--- config.mk ---
export PLATFORM = sky130hd
export DESIGN_NAME = wp_divider
export DESIGN_NICKNAME = d
export VERILOG_FILES = /design/src/hw/rtl/wp_pkg.sv /design/src/hw/rtl/wp_divider.sv
export SDC_FILE = /design/constraint.sdc
export NUM_CORES = 1
export LEC_CHECK = 0
export BUFFER_PORTS_ARGS = -buffer_cell sky130_fd_sc_hd__buf_2
export CORE_MARGIN = 2
export CORE_UTILIZATION = 50
export CTS_BUF_LIST = sky130_fd_sc_hd__clkbuf_4
export CTS_CLUSTER_DIAMETER = 150
export DETAILED_ROUTE_END_ITERATION = 10
export MAX_ROUTING_LAYER = met4
export PLACE_DENSITY = 0.73
export SLEW_MARGIN = 10
export SYNTH_ARGS = -nofsm -noshare
export SYNTH_HDL_FRONTEND = slang
export SYNTH_SLANG_ARGS = --single-unit
--- constraint.sdc ---
create_clock -name clock -period 2.44 [get_ports clock]
set_input_delay 0.244 -clock clock [delete_from_list [all_inputs] [get_ports clock]]
set_output_delay 0.244 -clock clock [all_outputs]
set_load 0.05 [all_outputs]
--- src/hw/rtl/wp_pkg.sv ---
// Shared types and constants for the window pooling block.
`default_nettype none

package wp_pkg;

   localparam int WP_MAX_WIDTH    = 1024;
   localparam int WP_MAX_WINDOW   = 8;
   localparam int WP_HEIGHT_LIMIT = 1024;
   localparam int WP_ROW_W        = 10;
   localparam int WP_SAMPLE_W     = 16;
   localparam int WP_CFG_W        = 11;
   localparam int WP_CSR_ADDR_W   = 3;

   typedef enum logic [WP_CSR_ADDR_W-1:0] {
      REG_IMAGE_WIDTH  = 3'd0,
      REG_IMAGE_HEIGHT = 3'd1,
      REG_WINDOW_ROWS  = 3'd2,
      REG_WINDOW_COLS  = 3'd3,
      REG_POOL_MODE    = 3'd4
   } wp_reg_type;

   typedef enum logic {
      MODE_MAX = 1'b0,
      MODE_AVG = 1'b1
   } wp_mode_type;

   // Divider status back to the controller.
   typedef struct packed {
      logic busy;
      logic done;
   } wp_div_status_type;

endpackage

`default_nettype wire

--- src/hw/rtl/wp_divider.sv ---
// Serial signed divider, one quotient bit per cycle, truncating toward zero.
`default_nettype none

module wp_divider #(
   parameter int ACC_W  = 23,
   parameter int AREA_W = 7
) (
   input  wire logic                        clock,
   input  wire logic                        reset,
   input  wire logic                        start,
   input  wire logic signed [ACC_W-1:0]     dividend,
   input  wire logic        [AREA_W-1:0]    divisor,
   output wp_pkg::wp_div_status_type        status,
   output logic signed      [ACC_W-1:0]     quotient
);

   import wp_pkg::*;

   localparam int STEP_W = $clog2(ACC_W + 1);

   logic              busy_ff;
   logic              done_ff;
   logic [STEP_W-1:0] step_ff;
   logic [ACC_W-1:0]  work_ff;
   logic [AREA_W-1:0] rem_ff;
   logic [AREA_W-1:0] div_ff;
   logic              neg_ff;

   logic [ACC_W-1:0]  magnitude;
   logic [AREA_W:0]   rem_shift;
   logic              qbit;
   logic [AREA_W-1:0] rem_in;

   assign magnitude = dividend[ACC_W-1] ? ACC_W'(-dividend) : ACC_W'(dividend);
   assign rem_shift = {rem_ff, work_ff[ACC_W-1]};
   assign qbit      = (rem_shift >= {1'b0, div_ff});
   assign rem_in    = qbit ? AREA_W'(rem_shift - {1'b0, div_ff}) : AREA_W'(rem_shift);

   always_ff @(posedge clock) begin
      if (reset) begin
         busy_ff <= 1'b0;
         done_ff <= 1'b0;
         step_ff <= '0;
      end else begin
         // pulse on the last quotient bit
         done_ff <= busy_ff && (step_ff == STEP_W'(1));
         if (start && !busy_ff) begin
            busy_ff <= 1'b1;
            step_ff <= STEP_W'(ACC_W);
         end else if (busy_ff) begin
            step_ff <= step_ff - STEP_W'(1);
            if (step_ff == STEP_W'(1)) begin
               busy_ff <= 1'b0;
            end
         end
      end
   end

   // datapath, no reset needed
   always_ff @(posedge clock) begin
      if (start && !busy_ff) begin
         work_ff <= magnitude;
         rem_ff  <= '0;
         div_ff  <= divisor;
         neg_ff  <= dividend[ACC_W-1];
      end else if (busy_ff) begin
         work_ff <= {work_ff[ACC_W-2:0], qbit};
         rem_ff  <= rem_in;
      end
   end

   assign quotient    = neg_ff ? -$signed(work_ff) : $signed(work_ff);
   assign status.busy = busy_ff;
   assign status.done = done_ff;

endmodule

`default_nettype wire

[After elaboration in Yosys (flattened, before gate mapping)]
Cells that the tools add are included.
W data, S select, Z words.
Operators by class
  add/subtract/negate cells: 4
  $lt $le $gt $ge: 1
  eq/ne operators: 1
  muxes and demuxes: 10
  reductions and logical operators: 5
Operators by type and width (count)
  $mux W23: 4
  $neg A23 Y23: 2
  $mux W5: 2
  $ge A8 B7 Y1: 1
  $mux W7: 1
  $sub A7 B7 Y7: 1
  $eq A5 B1 Y1 const B: 1
  $sub A5 B1 Y5 const B: 1
  $mux W1: 3
  $logic_and A1 B1 Y1: 2
  $reduce_bool A2 Y1: 1
  $reduce_or A2 Y1: 1
  $logic_not A1 Y1: 1
Storage, ports and cells
  bits in registers: 45
  input bits: 33

[Logic depth before layout (Yosys ltp)]
Gate-level depths: netlist of run 1.
  word-level depth: 4
  gate-level depth with buffers: 10

[Worst setup path after synthesis of run 1]
OpenSTA, ideal clock, no wires.
  kind: reg2out
  from: register work_ff[9]
  to: output quotient[22]
  arrival time: 2120 ps
  path slack: 76 ps
  cell stages (with the launch flop): 6
  cell sequence: edfxtp_1 -> or4_4 -> nor3_4 -> nand3b_4 -> o41ai_2 -> xnor2_1
Between the ends
  longest elaborated chain between the ends: 2
Ends and longest elaborated chain
  start, declared: line wp_divider.sv:24  | logic [ACC_W-1:0] work_ff;
  start signal, assigned: line wp_divider.sv:62  | work_ff <= magnitude;
  start signal, assigned: line wp_divider.sv:67  | work_ff <= {work_ff[ACC_W-2:0], qbit};
  $neg A23 Y23: line wp_divider.sv:72  | assign quotient = neg_ff ? -$signed(work_ff) : $signed(work_ff);
  $mux W23: line wp_divider.sv:72
  end, declared: line wp_divider.sv:14  | output logic signed [ACC_W-1:0] quotient
Every way passes these cells.

[Final worst setup path of run 1]
  from: register work_ff[2]
  to: output quotient[16]
Same word-level chain as after synthesis.

==> reports/qor.txt, run 1 <==
Crit path launch type = flop
Post-DR wirelength/cell = 15.1 microns
Total track usage = 22.5%
Slew Limit Fails = 0
FF+latch count, synth = 45
Area grow syn2layout = 25.3%
Htree depth = 2
Crit path DAT = 2530 ps
Critical path type = flop to output port
Cell family with most CP delay = simple AND/OR/NAND/NOR gates
FILL cells = 505
CP peak stage delay = 580 ps
Crit-path max FO = 3
Post-Synthesis Cells = 339
Area post-placement = 3520 sq um
Logic pwr share = 48.7%
# diodes = 0
Fin util = 64.9%
RSZ-0062 raised after global routing = yes
FFs w/ async S/R, synth = 0%
Sw Pwr = 1.33 mW
Die Width = 82.5 microns
Mean post-synth cell area = 9.10 sq um
Main synth FF type = edfxtp_1
Fmax = 360 MHz
Post-DR vias/cell = 5.62
CTS tree = done
Core area = 5960 sq um
Post-synth top area cell = edfxtp_1
Layout cells sized above 1 = 27.6%
Final #Nets = 453
Sinks on Clock Net = 45
Hold endpoint = div_ff[2]
First-pass GRT wire length = 11500 microns
Residual DRC count = 0
Initial DRC count = 211
Antenna violations before repair = 0
Number of synthesized flops with an enable pin = 31
Vias = 2720
Buf/Inv on CP = 2
Final setup fails = 15
Reg2Reg Depth = 8
Worst hold start = divisor[2]
Total grt overflow = 0
Register area = 1210 sq um
Clock power frac = 15.0%
CP Capture Type = output port
Final worst setup slack = -334 ps
PwrDens = 801 nW/um^2
Area contributors post-synth = edfxtp_1, dfxtp_1, xnor2_1
Setup TNS = -2990 ps
Synth Warn # = 0
R2r startpoint = work_ff[22]
Design area = 3860 sq um
Slew headroom = 51.7%
Worst path required time = 2200 ps
Routed wire length = 7290 microns
Worst hold path depth = 1
Adder-cell share of the synthesized area = 5.11%
Xor/xnor share of the synthesized area = 13.1%
End of the worst register-to-register path = rem_ff[0]
Worst path most repeated cell = buf_4
Starting density of the core = 51.8%
Status = finished, violations left
Post-CTS Hold Buffers = 0
Clk Tree Root Cell = clkbuf_4
I/O pin total = 58
Clk buf depth = 2
Mapped Area = 3080 sq um
Min Tclk post-route = 2770 ps
Placed cells = 470
Switching portion of total power = 43.0%
Largest net degree at the start of global routing = 27
Synth cell types = 43
Setup Skew = 9.11 ps
Flop pwr share = 36.3%
Die Y = 82.5 microns
Most frequent cells in the layout = nand2_1, buf_2, buf_4
Num rows = 28
Max-cap viol count = 0
Syn_nets = 384
Failing checks = setup timing
RD Place Congestion = 0.854
LEAKAGE = 1.59 nW
Multi-input gate area = 1890 sq um
Post-Synth Simple-Gate Area = 17.8%
Post-synth top area share = 30.2%
Worst Hold Class = primary input to flop
PortBufs = 57
Largest family of logic cells by synthesized area = compound AO/OA/AOI/OAI gates
Critical path's slowest cell = or4_4
Peak supply drop = 394 uV
HPWL after DPL = 5250 microns
Sequential element share of the synthesized area = 39.3%
Worst-path clk slew = 130 ps
Mux share of post-synthesis cell area = 0.649%
CTS Buf Count = 5
Drt first pass iters = 4
Period utilization = 114%
Synth Area in Compound Gates = 19.4%
ANT nets after route = 0
Cell Int Power = 1.76 mW
Crit-path cells = or4_4 -> nor2_4 -> buf_4 -> nand3_2 -> o41ai_4 -> xnor2_1 -> buf_4
Die ar. = 6810 sq um
Commonest non-fill, non-tap cell in the layout = nand2_1
Hold Violations, Final = 0
Worst slew pin tran = 724 ps
Worst hold slack = 46.3 ps
Reg2reg setup slack = 170 ps
Clk_lat worst skew = 360 ps
Non-filler cells, final = 484
Number of global-route vias before repair = 2545
repair_timing:
action / CTS / global route
setup buffers: 2 / 4
pin swaps: 10 / 7
endpoints found under the setup margin: 16 / 19
resized for setup: 31 / 21
how the worst max path moves through the flow:
| stage | start | endpoint | cells after the start |
|---|---|---|---|
| 3_5_place_dp | work_ff[10] | quotient[19] | 6 |
| 2_1_floorplan | work_ff[9] | quotient[22] | 5 |
| 6_report | work_ff[2] | quotient[16] | 7 |
| 5_1_grt | work_ff[2] | quotient[16] | 7 |
| 4_1_cts | work_ff[7] | quotient[21] | 6 |
| 3_3_place_gp | work_ff[5] | quotient[19] | 6 |
state kept, by name, indices dropped and copies added, names as in the netlist:
signal   count
work_ff     23
div_ff       7
rem_ff       7
step_ff      5
busy_ff      1
done_ff      1
neg_ff       1
metal layers:
metal	GRT usage (%)	wire (microns)	vias up
met3	3.48	225	10
met2	39.0	3780	58
li1	-	-	1370
met5	-	0	-
met4	6.23	106	0
met1	27.3	3180	1282
Yosys cell counts (6+ instances only):
cell      count
inv_1        19
o21ai_0      37
o41ai_1       6
nand2_1      47
dfxtp_1      14
o31ai_1      14
ha_1         11
nor2_1       16
clkbuf_1     12
edfxtp_1     31
xor2_1       21
a211oi_1      6
xnor2_1      25
nor3_1       14
final cells by class:
type	instances	area share, %
Multi-Input combinational cell	258	48.9
Sequential cell	45	31.3
Timing Repair Buffer	79	13.4
Tap cell	75	2.43
Inverter	19	1.85
Clock buffer	6	1.17
Clock inverter	2	0.874
worst reg2reg max path, cell delays in order (launching register included):
cell and delay, ps:
edfxtp_1 410, inv_1 60, ha_1 210, fa_1 380
nand2b_1 190, a21oi_1 210, o31a_1 320, nor3_1 110
a221o_1 280
power groups by stage:
stage	logic, mW	registers [mW]	clock network, mW
CTS	1.43	1.12	0.469
floorplan	1.04	1.11	0
global route	1.64	1.14	0.501
finish	1.51	1.12	0.463
global placement	1.34	1.13	0
detailed placement	1.36	1.13	0
metrics by stage:
step           worst slack (ps)  total power [mW]
6_report                   -334              3.09
3_5_place_dp               66.9              2.49
4_1_cts                    -274              3.02
5_1_grt                    -427              3.28
2_1_floorplan              75.5              2.15
3_3_place_gp                108              2.47
logic make-up after synthesis:
family / count (synthesis)
adder cells (fa/ha/maj): 12
multiplexers: 2
flip-flops: 45
buffers and inverters: 36
AND/OR/NAND/NOR: 111
AO/OA/AOI/OAI: 87
XOR/XNOR: 46
(Power assumes the default switching activity.)
==> run 2, diff against run 1 <==
--- a/config.mk
+++ b/config.mk
@@ -13,7 +13,9 @@
 export DETAILED_ROUTE_END_ITERATION = 10
 export MAX_ROUTING_LAYER = met4
 export PLACE_DENSITY = 0.73
+export RECOVER_POWER = 50
 export SLEW_MARGIN = 10
 export SYNTH_ARGS = -nofsm -noshare
 export SYNTH_HDL_FRONTEND = slang
 export SYNTH_SLANG_ARGS = --single-unit
+export TNS_END_PERCENT = 20
==> run 2 against run 1 <==
- the run still ends with setup timing left
- critical path depth is 1 lower
- power is 2.3% lower
- combinational power is 5% lower
- count of clock-buffer cells in the layout stayed put
- global-route usage hardly changed
- register-to-register slack worse by 20 ps
- clock power hardly changed
- fmax is 1.7% higher
- flip-flop and latch count stayed put
- first-iteration DRC count is 0.47% higher
- sequential power hardly changed
- critical endpoint is now quotient[22]
- largest power group unchanged
==> reports/qor.txt, run 2 (synthesis gave the netlist of run 1 again) <==
Crit-path max FO = 6 (was 3)
Final #Nets = 451 (was 453)
Initial DRC count = 212 (was 211)
Vias = 2693 (was 2720)
Total track usage = 22.5% (about the same)
Area grow syn2layout = 21.5% (was 25.3%)
Worst slew pin tran = 1000 ps (was 724 ps)
Die Width = 82.5 microns (unchanged)
RD Place Congestion = 0.854 (unchanged)
CTS Buf Count = 5 (unchanged)
LEAKAGE = 1.53 nW (was 1.59 nW)
Clk Tree Root Cell = clkbuf_4 (unchanged)
Starting density of the core = 51.8% (unchanged)
Failing checks = setup timing (unchanged)
ANT nets after route = 0 (unchanged)
Clock power frac = 15.2% (was 15.0%)
Largest register by flop count = work_ff (unchanged)
Cell family with most CP delay = simple AND/OR/NAND/NOR gates (unchanged)
Total grt overflow = 0 (unchanged)
Max-cap viol count = 0 (unchanged)
Residual DRC count = 0 (unchanged)
Post-DR wirelength/cell = 14.6 microns (was 15.1 microns)
Area post-placement = 3520 sq um (unchanged)
Routed wire length = 7050 microns (was 7290 microns)
Reg2reg setup slack = 150 ps (was 170 ps)
Cell Int Power = 1.72 mW (was 1.76 mW)
Fmax = 367 MHz (was 360 MHz)
Flop pwr share = 37.4% (was 36.3%)
PortBufs = 57 (unchanged)
Peak supply drop = 376 uV (was 394 uV)
Slew headroom = 33.1% (was 51.7%)
Num rows = 28 (unchanged)
Met1 Use GR = 27.3% (unchanged)
Worst Hold Class = primary input to flop (unchanged)
Max FFs per register = 23 (unchanged)
CP peak stage delay = 570 ps (was 580 ps)
Worst hold start = divisor[2] (unchanged)
Largest net degree at the start of global routing = 27 (unchanged)
RSZ-0062 raised after global routing = yes (unchanged)
Clk_lat worst skew = 360 ps (about the same)
Post-DR vias/cell = 5.59 (was 5.62)
R2r startpoint = work_ff[22] (unchanged)
Clk buf depth = 2 (unchanged)
Final setup fails = 17 (was 15)
CTS tree = done (unchanged)
Die Y = 82.5 microns (unchanged)
Sw Pwr = 1.30 mW (was 1.33 mW)
Hold Violations, Final = 0 (unchanged)
# diodes = 0 (unchanged)
Die ar. = 6810 sq um (unchanged)
Status = finished, violations left (unchanged)
Antenna violations before repair = 0 (unchanged)
Worst-path clk slew = 130 ps (about the same)
First-pass GRT wire length = 11500 microns (about the same)
Worst path required time = 2200 ps (about the same)
Design area = 3750 sq um (was 3860 sq um)
Final worst setup slack = -287 ps (was -334 ps)
CP Capture Type = output port (unchanged)
Logic pwr share = 47.4% (was 48.7%)
Setup Skew = 8.47 ps (was 9.11 ps)
Crit path DAT = 2480 ps (was 2530 ps)
Setup TNS = -3260 ps (was -2990 ps)
Non-filler cells, final = 482 (was 484)
Critical path's slowest cell = or4_4 (unchanged)
HPWL after DPL = 5250 microns (unchanged)
Placed cells = 470 (unchanged)
Htree depth = 2 (unchanged)
Most frequent cells in the layout = nand2_1, buf_2, o21ai_0 (was nand2_1, buf_2, buf_4)
Top flop regs = work_ff (23), div_ff (7), rem_ff (7) (unchanged)
Buf/Inv on CP = 1 (was 2)
Layout cells sized above 1 = 24.1% (was 27.6%)
Slew Limit Fails = 0 (unchanged)
Sinks on Clock Net = 45 (unchanged)
Critical path type = flop to output port (unchanged)
Commonest non-fill, non-tap cell in the layout = nand2_1 (unchanged)
Post-CTS Hold Buffers = 0 (unchanged)
Core area = 5960 sq um (unchanged)
PwrDens = 806 nW/um^2 (was 801 nW/um^2)
Crit path launch type = flop (unchanged)
Crit-path cells = or4_4 -> nor2_4 -> nand2_2 -> o41ai_4 -> xnor2_1 -> buf_4 (was or4_4 -> nor2_4 -> buf_4 -> nand3_2 -> o41ai_4 -> xnor2_1 -> buf_4)
Min Tclk post-route = 2730 ps (was 2770 ps)
Crit path from = work_ff[2] (unchanged)
Period utilization = 112% (was 114%)
GRT busiest layer = met2 (unchanged)
Number of global-route vias before repair = 2547 (was 2545)
Switching portion of total power = 43.0% (about the same)
Met3 usage = 3.48% (unchanged)
Pwr Total = 3.02 mW (was 3.09 mW)
I/O pin total = 58 (unchanged)
FILL cells = 524 (was 505)
Met2 Use GR = 39.0% (about the same)
Worst hold slack = 46.2 ps (was 46.3 ps)
Drt first pass iters = 4 (unchanged)
==> run 2: cell count changes in the layout (fill, tap and decap cells not counted), sizes merged <==
cell / delta
buf: -6
clkbuf: +4
==> run 2: worst reg2reg max path: cells and delay by family, from the launching register on <==
kind	cells	cell delay, ps
adders and majority gates	2	590
AOI/OAI and AO/OA	3	830
buffers and inverters	1	60
DFF	1	410
and+or+nand+nor	2	300
==> run 2: path summary, 6_finish.rpt <==
path	end	cells after the start
min reg2reg	rem_ff[6]	1
min	div_ff[2]	1
max reg2reg	rem_ff[0]	8
max	quotient[22]	6
==> run 2: layout make-up <==
class                      instances  area, sq um  area share [%]
timing repair buffer              77          465            12.4
tap                               75         93.8            2.50
inverter                          19         71.3            1.90
clock buffer                       6         45.0            1.20
sequential                        45         1210            32.3
clock inverter                     2         33.8           0.901
multi-input combinational        258         1830            48.8
==> run 2: power groups by stage <==
stage	combinational (mW)	sequential, mW	clock [mW]
after floorplan	1.04	1.11	0
after global placement	1.34	1.13	0
after detailed placement	1.36	1.13	0
after CTS	1.43	1.12	0.469
after global routing	1.56	1.15	0.501
final	1.43	1.13	0.460
==> run 2: metrics by stage <==
| step | worst slack (ps) | util (%) |
|---|---|---|
| after global placement | 108 | 59.1 |
| final | -287 | 62.9 |
| after CTS | -274 | 62.6 |
| after detailed placement | 66.9 | 59.1 |
| after floorplan | 75.5 | - |
| after global routing | -391 | 62.9 |
==> run 2: layer usage <==
layer | share of wire [%] | wire length (microns)
met1 | 44 | 3100
met5 | 0 | 0
met3 | 3.2 | 228
met2 | 52 | 3650
met4 | 0.89 | 63
==> run 2: repair_timing <==
item,in CTS,in global routing
gates resized for setup,30,6
endpoints found under the setup margin,16,19
pin swaps,10,6
buffers inserted,2,2
cloned,0,0
==> run 3, diff against run 2 <==
==> constraint.sdc (replaced) <==
create_clock -name clock -period 3.1 [get_ports clock]
set_input_delay 0.31 -clock clock [delete_from_list [all_inputs] [get_ports clock]]
set_output_delay 0.31 -clock clock [all_outputs]
set_load 0.05 [all_outputs]
==> run 3 against run 2 <==
- the run now ends clean
- hold slack improved by 58 ps
- count of clock-buffer cells in the layout fell by 1
- flip-flop and latch count did not move
- clock power fell by 3%
- cell count fell by 3.5%
- core utilization fell by 4.1 points
- first-iteration DRC count fell by 31%
- critical path depth did not move
- die area did not move
- global-route usage barely moved
- non-clock buffer count fell by 17
- critical endpoint is now quotient[21]
- largest cell class unchanged
==> reports/qor.txt, run 3 (synthesis gave the netlist of run 1 again) <==
Largest register by flop count = work_ff (unchanged)
Crit path from = work_ff[4] (was work_ff[2])
Core area = 5960 sq um (unchanged)
Worst slew pin tran = 890 ps (was 1000 ps)
RSZ-0062 raised after global routing = no (was yes)
Fmax = 343 MHz
End point of the critical path = quotient[21] (was quotient[22])
Peak supply drop = 348 uV (was 376 uV)
Min Tclk post-route = 2920 ps
Top flop regs = work_ff (23), div_ff (7), rem_ff (7) (unchanged)
Layout cells sized above 1 = 18.2% (was 24.1%)
Status = completed (was finished, violations left)
Post-CTS setup buffer count = 0 (was 2)
Placed cells = 457 (was 470)
Worst-path clk slew = 140 ps (was 130 ps)
Hold Violations, Final = 0 (unchanged)
Non-filler cells, final = 465 (was 482)
Area grow syn2layout = 13.5% (was 21.5%)
Post-cts sizing count = 0 (was 30)
Routed wire length = 6830 microns (was 7050 microns)
CP Capture Type = output port (unchanged)
CTS tree = done (unchanged)
Reg2reg setup slack = 790 ps (was 150 ps)
Clk Tree Root Cell = clkbuf_4 (unchanged)
Post-DR wirelength/cell = 14.7 microns (was 14.6 microns)
PwrDens = 676 nW/um^2 (was 806 nW/um^2)
Drt first pass iters = 4 (unchanged)
Crit-path max FO = 6 (unchanged)
Crit path DAT = 2610 ps (was 2480 ps)
Number of global-route vias before repair = 2470 (was 2547)
R2r startpoint = work_ff[22] (unchanged)
Max-cap viol count = 0 (unchanged)
Most frequent cells in the layout = buf_2, nand2_1, o21ai_0 (was nand2_1, buf_2, o21ai_0)
Setup TNS = 0 ps (was -3260 ps)
Max FFs per register = 23 (unchanged)
Final #Nets = 434 (was 451)
Crit path launch type = flop (unchanged)
Pwr Total = 2.37 mW (was 3.02 mW)
Commonest non-fill, non-tap cell in the layout = buf_2 (was nand2_1)
Clk buf depth = 2 (unchanged)
Clk_lat worst skew = 370 ps (was 360 ps)
Period utilization = 94.1%
Final setup fails = 0 (was 17)
Num rows = 28 (unchanged)
Crit-path cells = or4_1 -> nor2_1 -> nand3_1 -> o31ai_1 -> xnor2_1 -> clkbuf_4 (was or4_4 -> nor2_4 -> nand2_2 -> o41ai_4 -> xnor2_1 -> buf_4)
Post-DR vias/cell = 5.59 (about the same)
Residual DRC count = 0 (unchanged)
Starting density of the core = 51.8% (unchanged)
ANT nets after route = 0 (unchanged)
Total track usage = 22.5% (about the same)
Largest net degree at the start of global routing = 28 (was 27)
End of the worst register-to-register path = rem_ff[0] (unchanged)
Worst path required time = 2790 ps (was 2200 ps)
Die ar. = 6810 sq um (unchanged)
Antenna violations before repair = 0 (unchanged)
I/O pin total = 58 (unchanged)
Vias = 2599 (was 2693)
HPWL after DPL = 5250 microns (about the same)
CTS Buf Count = 5 (unchanged)
Worst Hold Class = primary input to flop (unchanged)
CP peak stage delay = 540 ps (was 570 ps)
PortBufs = 57 (unchanged)
First-pass GRT wire length = 11200 microns (was 11500 microns)
Slew headroom = 40.6% (was 33.1%)
Slew Limit Fails = 0 (unchanged)
Sinks on Clock Net = 45 (unchanged)
Critical path's slowest cell = or4_1 (was or4_4)
Critical path type = flop to output port (unchanged)
Post-CTS Hold Buffers = 0 (unchanged)
Htree depth = 2 (unchanged)
Initial DRC count = 146 (was 212)
Reg2Reg Depth = 8 (unchanged)
Die Width = 82.5 microns (unchanged)
RD Place Congestion = 0.816 (was 0.854)
LEAKAGE = 1.41 nW (was 1.53 nW)
Total grt overflow = 0 (unchanged)
Die Y = 82.5 microns (unchanged)
Setup Skew = 13.3 ps (was 8.47 ps)
# diodes = 0 (unchanged)
## run 3: how the worst min path moves through the flow
stage,depth (start not counted),startpoint,endpoint,slack [ps]
global route,1,divisor[0],div_ff[0],80
CTS,1,divisor[1],div_ff[1],90
floorplan,1,reset,done_ff,380
finish,1,divisor[3],div_ff[3],100
detailed placement,1,rem_ff[6],rem_ff[6],440
global placement,1,rem_ff[6],rem_ff[6],440
## run 3: critical path, delay by kind of cell (launching register included)
| family | cells | cell delay, ps |
|---|---|---|
| compound gates | 1 | 330 |
| flops | 1 | 470 |
| simple gates | 3 | 990 |
| buf+inv | 1 | 270 |
| xor+xnor | 1 | 190 |
## run 3: metal layers
metal  vias to the layer above  part of all wire, %  GRT usage (%)  wire, microns
met1                      1213                   43           26.0           2960
met5                         -                    0              -              0
met3                         9                  3.6           3.48            249
met4                         0                  1.3           7.05             91
met2                        53                   52           40.1           3520
li1                       1324                    -              -              -
## run 3: report_power, final
group	switching [mW]	total, mW	internal, mW
clock	0.195	0.445	0.250
combinational	0.684	1.03	0.342
sequential	0.123	0.897	0.774
total	1.00	2.37	1.36
## run 3: area by class of cell
type | count | area [sq um]
flip-flops and latches | 45 | 1210
multi-input cells | 258 | 1730
clock buffers | 5 | 37.5
repair buffers | 60 | 297
clock inverters | 3 | 65.1
inverters | 19 | 71.3
fillers | 556 | 2450
well taps | 75 | 93.8
## run 3: through the flow
step | setup slack, ps | hold WS [ps] | utilization [%] | instance area, sq um
floorplan | 670 | 382 | - | 3080
CTS | 118 | 88.9 | 59.0 | 3510
global placement | 610 | 440 | 57.3 | 3410
finish | 183 | 104 | 58.8 | 3500
global route | 0.345 | 81.8 | 58.8 | 3500
detailed placement | 583 | 441 | 57.3 | 3410
